[src/rtl/bfsb_pkg.sv]
`default_nettype none

package bfsb_pkg;

    localparam int BUFFER_WORDS   = 512;
    localparam int MAX_FIELD_BITS = 32;
    localparam int DATA_W         = 32;
    localparam int CUR_W          = 15;
    localparam int CNT_W          = 6;
    localparam int ACT_W          = 3;
    localparam int SH_W           = $clog2(MAX_FIELD_BITS);
    localparam int WORD_AW        = $clog2(BUFFER_WORDS);
    localparam int BANK_AW        = WORD_AW - 1;
    localparam int BANK_DEPTH     = BUFFER_WORDS / 2;

    localparam logic [CUR_W-1:0] LIMIT_CAP   = CUR_W'(BUFFER_WORDS * MAX_FIELD_BITS);
    localparam logic [CUR_W-1:0] LIMIT_RESET = CUR_W'(16384);

    localparam logic [ACT_W-1:0] ACT_WR_U  = 3'd0;
    localparam logic [ACT_W-1:0] ACT_WR_S  = 3'd1;
    localparam logic [ACT_W-1:0] ACT_RD_U  = 3'd2;
    localparam logic [ACT_W-1:0] ACT_RD_S  = 3'd3;
    localparam logic [ACT_W-1:0] ACT_SEEK  = 3'd4;
    localparam logic [ACT_W-1:0] ACT_CLEAR = 3'd5;

    typedef struct packed {
        logic               is_read;
        logic               is_signed;
        logic               is_write;
        logic               sgn_present;
        logic [CNT_W-1:0]   width;
        logic [CNT_W-1:0]   part;
        logic [CNT_W-1:0]   ext;
        logic [SH_W-1:0]    sh;
        logic               lo_odd;
        logic [BANK_AW-1:0] even_addr;
        logic [BANK_AW-1:0] odd_addr;
        logic [DATA_W-1:0]  field;
        logic               ovf;
        logic [CUR_W-1:0]   cursor;
    } bfsb_op_t;

    typedef struct packed {
        logic               even_we;
        logic               odd_we;
        logic [BANK_AW-1:0] even_addr;
        logic [BANK_AW-1:0] odd_addr;
        logic [DATA_W-1:0]  even_data;
        logic [DATA_W-1:0]  odd_data;
    } bfsb_wr_t;

    function automatic logic [DATA_W-1:0] field_mask(input logic [CNT_W-1:0] w);
        logic [DATA_W-1:0] m;
        if (w >= CNT_W'(MAX_FIELD_BITS))
        begin
            m = '1;
        end
        else
        begin
            m = (DATA_W'(1) << w) - DATA_W'(1);
        end
        return m;
    endfunction

endpackage

`default_nettype wire

[src/rtl/bfsb_ctrl.sv]
`default_nettype none

module bfsb_ctrl import bfsb_pkg::*;
(
    input  wire logic             clk,
    input  wire logic             rst_n,
    input  wire logic             accept,
    input  wire logic [ACT_W-1:0] action,
    input  wire logic [DATA_W-1:0] value,
    input  wire logic [CNT_W-1:0] bit_count,
    input  wire logic [CUR_W-1:0] position,
    input  wire logic             bit_limit_we,
    input  wire logic [CUR_W-1:0] bit_limit,
    output bfsb_op_t              op
);

    logic [CUR_W-1:0]   cursor_reg;
    logic [CUR_W-1:0]   cursor_next;
    logic               overflow_reg;
    logic               overflow_next;
    logic [CUR_W-1:0]   bit_limit_reg;

    logic [CNT_W-1:0]   n_eff;
    logic [CNT_W-1:0]   m_eff;
    logic [CUR_W-1:0]   lim;
    logic [CUR_W:0]     cur_ext;
    logic [CUR_W:0]     lim_ext;
    logic [CUR_W:0]     sum_n;
    logic [CUR_W:0]     sum_m;
    logic [CUR_W:0]     sum_1;
    logic               over_n;
    logic               over_m;
    logic               over_1;
    logic               past_lim;
    logic               skip_n;
    logic               skip_m;
    logic [CNT_W-1:0]   part;
    logic               sgn;
    logic               rd_act;
    logic               signed_act;
    logic               wr_act;
    logic [WORD_AW-1:0] word;

    always_comb
    begin
        if (bit_count == '0)
        begin
            n_eff = CNT_W'(1);
        end
        else if (bit_count > CNT_W'(MAX_FIELD_BITS))
        begin
            n_eff = CNT_W'(MAX_FIELD_BITS);
        end
        else
        begin
            n_eff = bit_count;
        end
    end

    assign m_eff    = n_eff - CNT_W'(1);
    assign lim      = (bit_limit_reg > LIMIT_CAP) ? LIMIT_CAP : bit_limit_reg;
    assign cur_ext  = {1'b0, cursor_reg};
    assign lim_ext  = {1'b0, lim};
    assign sum_n    = cur_ext + (CUR_W+1)'(n_eff);
    assign sum_m    = cur_ext + (CUR_W+1)'(m_eff);
    assign sum_1    = cur_ext + (CUR_W+1)'(1);
    assign over_n   = sum_n > lim_ext;
    assign over_m   = sum_m > lim_ext;
    assign over_1   = sum_1 > lim_ext;
    assign past_lim = cursor_reg > lim;
    assign skip_n   = (n_eff == CNT_W'(8)) && !past_lim && over_n;
    assign skip_m   = (m_eff == CNT_W'(8)) && !past_lim && over_m;

    always_comb
    begin
        cursor_next   = cursor_reg;
        overflow_next = overflow_reg;
        part          = '0;
        sgn           = 1'b0;
        rd_act        = 1'b0;
        signed_act    = 1'b0;
        wr_act        = 1'b0;
        case (action)
            ACT_WR_U:
            begin
                wr_act = 1'b1;
                if (over_n)
                begin
                    cursor_next   = lim;
                    overflow_next = 1'b1;
                end
                else
                begin
                    cursor_next = sum_n[CUR_W-1:0];
                    part        = n_eff;
                end
            end
            ACT_RD_U:
            begin
                rd_act = 1'b1;
                if (!skip_n)
                begin
                    if (over_n)
                    begin
                        cursor_next   = lim;
                        overflow_next = 1'b1;
                    end
                    else
                    begin
                        cursor_next = sum_n[CUR_W-1:0];
                        part        = n_eff;
                    end
                end
            end
            ACT_WR_S, ACT_RD_S:
            begin
                signed_act = 1'b1;
                rd_act     = (action == ACT_RD_S);
                wr_act     = (action == ACT_WR_S);
                if (rd_act && skip_m)
                begin
                    overflow_next = overflow_reg || over_1;
                    sgn           = !(overflow_reg || over_1);
                    cursor_next   = sgn ? sum_1[CUR_W-1:0] : cursor_reg;
                end
                else if (over_m)
                begin
                    cursor_next   = lim;
                    overflow_next = 1'b1;
                end
                else
                begin
                    part          = m_eff;
                    overflow_next = overflow_reg || over_n;
                    sgn           = !(overflow_reg || over_n);
                    cursor_next   = sgn ? sum_n[CUR_W-1:0] : sum_m[CUR_W-1:0];
                end
            end
            ACT_SEEK:
            begin
                cursor_next = position;
            end
            ACT_CLEAR:
            begin
                cursor_next   = '0;
                overflow_next = 1'b0;
            end
            default:
            begin
                cursor_next = cursor_reg;
            end
        endcase
    end

    assign word = cursor_reg[SH_W +: WORD_AW];

    always_comb
    begin
        op.is_read     = rd_act;
        op.is_signed   = signed_act;
        op.sgn_present = sgn;
        op.width       = part + CNT_W'(sgn);
        op.is_write    = wr_act && (op.width != '0);
        op.part        = part;
        op.ext         = m_eff;
        op.sh          = cursor_reg[SH_W-1:0];
        op.lo_odd      = word[0];
        op.odd_addr    = word[WORD_AW-1:1];
        op.even_addr   = word[WORD_AW-1:1] + BANK_AW'(word[0]);
        op.field       = (value & field_mask(part))
                       | (DATA_W'(sgn & value[DATA_W-1]) << part);
        op.ovf         = overflow_next;
        op.cursor      = cursor_next;
    end

    always_ff @(posedge clk or negedge rst_n)
    begin
        if (!rst_n)
        begin
            cursor_reg    <= '0;
            overflow_reg  <= 1'b0;
            bit_limit_reg <= LIMIT_RESET;
        end
        else
        begin
            if (accept)
            begin
                cursor_reg   <= cursor_next;
                overflow_reg <= overflow_next;
            end
            if (bit_limit_we)
            begin
                bit_limit_reg <= bit_limit;
            end
        end
    end

endmodule

`default_nettype wire

[config.mk]
export PLATFORM = sky130hd
export DESIGN_NAME = bfsb_ctrl
export DESIGN_NICKNAME = d
export VERILOG_FILES = /design/src/rtl/bfsb_pkg.sv /design/src/rtl/bfsb_ctrl.sv
export SDC_FILE = /design/constraint.sdc
export NUM_CORES = 1
export LEC_CHECK = 0
export BUFFER_PORTS_ARGS = -buffer_cell sky130_fd_sc_hd__buf_2
export CORE_MARGIN = 3
export CORE_UTILIZATION = 45
export CTS_CLUSTER_DIAMETER = 100
export CTS_CLUSTER_SIZE = 30
export DETAILED_ROUTE_END_ITERATION = 12
export PLACE_DENSITY = 0.8
export SLEW_MARGIN = 15
export SYNTH_ARGS = -nofsm -noshare
export SYNTH_HDL_FRONTEND = slang
export SYNTH_SLANG_ARGS = --single-unit
[constraint.sdc]
create_clock -name clk -period 11.02 [get_ports clk]
set_input_delay 1.102 -clock clk [delete_from_list [all_inputs] [get_ports clk]]
set_output_delay 1.102 -clock clk [all_outputs]
set_load 0.01 [all_outputs]
==> impl_metrics.tcl <==
set metrics [dict create \
    outcome "finished clean" \
    whs_path_depth 1 \
    setup_skew_ps 7.04 \
    finalMaxSlewViolations 0 \
    synth_warnings 0 \
    netlist_top_cells_area "sky130_fd_sc_hd__ha_1, sky130_fd_sc_hd__dfrtp_1, sky130_fd_sc_hd__nand2_1" \
    critical_path.max_fanout 15 \
    detail_route.wirelength_um 24800 \
    slew-limit-headroom_pct 28.6 \
    synth_edf_count 0 \
    leakage_nw 3.48 \
    dpl-instance-area_um2 7250 \
    rsz0062_at_grt "no" \
    layout.nets 1164 \
    holdWs_ps 535 \
    cpPeakStageDelay_ps 560 \
    fp.dieW_um 126 \
    postLayoutCellArea_um2 7390 \
    synth.ff_latch_count 31 \
    cts_post_setup_buffers_inserted 0 \
    antenna_found_initial 0 \
    cts.clk_slew.worst_paths_ps 50 \
    regToRegEndpoint "cursor_reg[6]" \
    gp_routability_congestion 1.06 \
    detailedRoute.firstIterationViolations 894 \
    syn_area_um2 6470 \
    drc 0 \
    ios 167 \
    synthesis.area_per_instance_um2 7.28 \
    via_count_of_the_first_global_routing_pass 6986 \
    distinct_cells_synth 87 \
    floorplan.die.height_um 126 \
    groute.usage.overall_pct 29.3 \
    synth-async-reset-ratio_pct 100 \
    grt_first_pass_wirelength_um 37900 \
    final.fill_count 1413 \
    cts_tree "done" \
    maximum_vdd_ir_drop_mv 0.113 \
    post-dp-hpwl_um 19700 \
    worst-r2r-cell-count 19 \
    worstHoldEndpoint "bit_limit_reg[1]" \
    synthCells 889 \
    yosysMostFrequentCell "sky130_fd_sc_hd__nand2_1" \
    timing.setup.tns_ps 0 \
    yosysTopAreaCellShare_pct 15.3 \
    hp-class "flop to flop" \
    globalRouteOverflowTotal 0 \
    synth_sequential_area_ratio_pct 12.0 \
    min-delay-start "bit_limit_reg[1]" \
    clockRootBuffer "sky130_fd_sc_hd__clkbuf_16" \
    fmax_mhz 98.4 \
    port_buffers 165 \
    placement_rows 43 \
    powerDensity_nw_per_um2 205 \
    setup_violations 0 \
    critPathKind "primary input to output port" \
    post_synth_most_frequent_cells "sky130_fd_sc_hd__nand2_1, sky130_fd_sc_hd__ha_1, sky130_fd_sc_hd__nor2_1" \
    critical-path-slowest-cell "sky130_fd_sc_hd__o21ai_1" \
    worst_ep_arrival_ps 9060 \
    final_layout_size_suffix_gt1_share_pct 22.8 \
    worstSkewPairLatency_ps 280 \
    critical_path.most_common_cell "sky130_fd_sc_hd__nor2_1" \
    grt_start_max_net_pins 32 \
    antenna_cells_inserted 0 \
    worst_ep_required_time_ps 9920 \
    post_synth_top_area_cell "sky130_fd_sc_hd__ha_1" \
    cts_num_sinks 31 \
    max-clock-path-buffers 2 \
    synthFlopType "sky130_fd_sc_hd__dfrtp_1" \
    min_period_ps 10160 \
    syn2layout_area_growth_pct 14.2 \
    design.die.area_um2 15900 \
    initial_core_util_pct 46.3 \
    wl_per_cell_um 20.8 \
    total_of_max_cap_violations 0 \
    cts_inserted_buffers 5 \
    worst_slew_pin_slew_ps 1070 \
    min_period_over_period_pct 92.2 \
    vias 7599 \
    hold_viol_final 0 \
    ant_nets 0 \
    detailedRoute.firstPassIterationCount 6 \
    regToRegStartpoint "cursor_reg[0]" \
    post_cts_resized 0 \
    cts_max_level 2 \
    cts.hold.buffers_added 0 \
    setup_slack_of_the_most_critical_reg_to_reg_path_ps 4660 \
    start_kind "primary input" \
    end_kind "output port" \
    vias_per_cell 6.39 \
    core-area_um2 14000 \
]
==> stage by stage <==
| step | setup slack (ps) | instances | util [%] | total power (W) |
|---|---|---|---|---|
| 2_1_floorplan | 2440 | 890 | - | 0.00102 |
| 3_3_place_gp | 1490 | 1182 | 51.8 | 0.00132 |
| 3_5_place_dp | 1150 | 1182 | 51.8 | 0.00134 |
| 4_1_cts | 1100 | 1190 | 52.8 | 0.00148 |
| 5_1_grt | 161 | 1190 | 52.8 | 0.00163 |
| 6_report | 856 | 1190 | 52.8 | 0.00151 |
==> layout by cell type (no fill, tap or decap), types with 5 or more instances in the layout <==
cell and instances:
sky130_fd_sc_hd__buf_2 165, sky130_fd_sc_hd__nand2_1 95, sky130_fd_sc_hd__nor2_1 79, sky130_fd_sc_hd__ha_1 79
sky130_fd_sc_hd__a21oi_1 64, sky130_fd_sc_hd__o21ai_0 64, sky130_fd_sc_hd__inv_1 40, sky130_fd_sc_hd__xnor2_1 33
sky130_fd_sc_hd__nand3_1 31, sky130_fd_sc_hd__dfrtp_1 30, sky130_fd_sc_hd__xor2_1 21, sky130_fd_sc_hd__mux2_2 19
sky130_fd_sc_hd__nor3_1 17, sky130_fd_sc_hd__nor4_1 15, sky130_fd_sc_hd__a21o_1 14, sky130_fd_sc_hd__nand4_1 13
sky130_fd_sc_hd__a211oi_1 13, sky130_fd_sc_hd__nor2b_1 12, sky130_fd_sc_hd__a22o_1 12, sky130_fd_sc_hd__a31oi_1 11
sky130_fd_sc_hd__mux2i_1 10, sky130_fd_sc_hd__nand2b_1 9, sky130_fd_sc_hd__o211ai_1 8, sky130_fd_sc_hd__o21ai_1 8
sky130_fd_sc_hd__and2_1 7, sky130_fd_sc_hd__o22ai_1 7, sky130_fd_sc_hd__o31ai_1 6, sky130_fd_sc_hd__a221oi_1 6
sky130_fd_sc_hd__a22oi_1 6, sky130_fd_sc_hd__buf_4 6, sky130_fd_sc_hd__and3_1 5, sky130_fd_sc_hd__clkbuf_16 5
==> per-layer routing <==
layer | GRT usage (%) | part of all wire [%]
met5 | 0 | 0
met4 | 12.5 | 4.2
met3 | 4.88 | 13
met2 | 43.3 | 42
met1 | 42.0 | 41
==> critical path, delay by kind of cell <==
kind            cells  cell delay [ps]
compound gates     10             2730
simple gates       11             2490
fa+ha+maj           3             1100
buf+inv             5             1080
mux                 1              340
xor+xnor            1              180
==> kinds of logic (layout without fill, tap and decap cells) <==
logic type | Yosys count | after routing | share of synthesized area, %
AOI/OAI and AO/OA | 270 | 270 | 27.8
xor gates and xnor gates | 54 | 54 | 7.31
adders and majority gates | 81 | 81 | 15.8
buffers and inverters | 103 | 223 | 7.71
DFF | 31 | 31 | 12.0
muxes | 29 | 29 | 4.85
other | 1 | 2 | 0.0579
and+or+nand+nor | 320 | 320 | 24.5
==> area by class of cell <==
class | instances | area [um2] | share of cell area, %
Clock buffer | 7 | 133 | 1.79
Clock inverter | 1 | 5.00 | 0.0677
Inverter | 44 | 165 | 2.24
Multi-Input combinational cell | 756 | 5210 | 70.6
Sequential cell | 31 | 777 | 10.5
Tap cell | 180 | 225 | 3.05
Timing Repair Buffer | 171 | 871 | 11.8
==> power breakdown <==
group          total (W)  internal, W  leakage (nW)  switching [W]
Combinational    0.00115     0.000449          3.04       0.000698
Clock           0.000128    0.0000831        0.0679      0.0000452
Sequential      0.000237     0.000138         0.372      0.0000989
Total            0.00151     0.000670          3.48       0.000842
==> how the worst max path moves through the flow <==
stage	from	to	cells after the start
floorplan	bit_count[1]	op[44]	32
global placement	bit_count[1]	op[44]	31
finish	bit_count[1]	op[44]	31
CTS	bit_count[1]	op[44]	31
detailed placement	bit_count[1]	op[44]	31
global route	bit_count[1]	op[44]	31
Power figures use the tool's default switching activity.
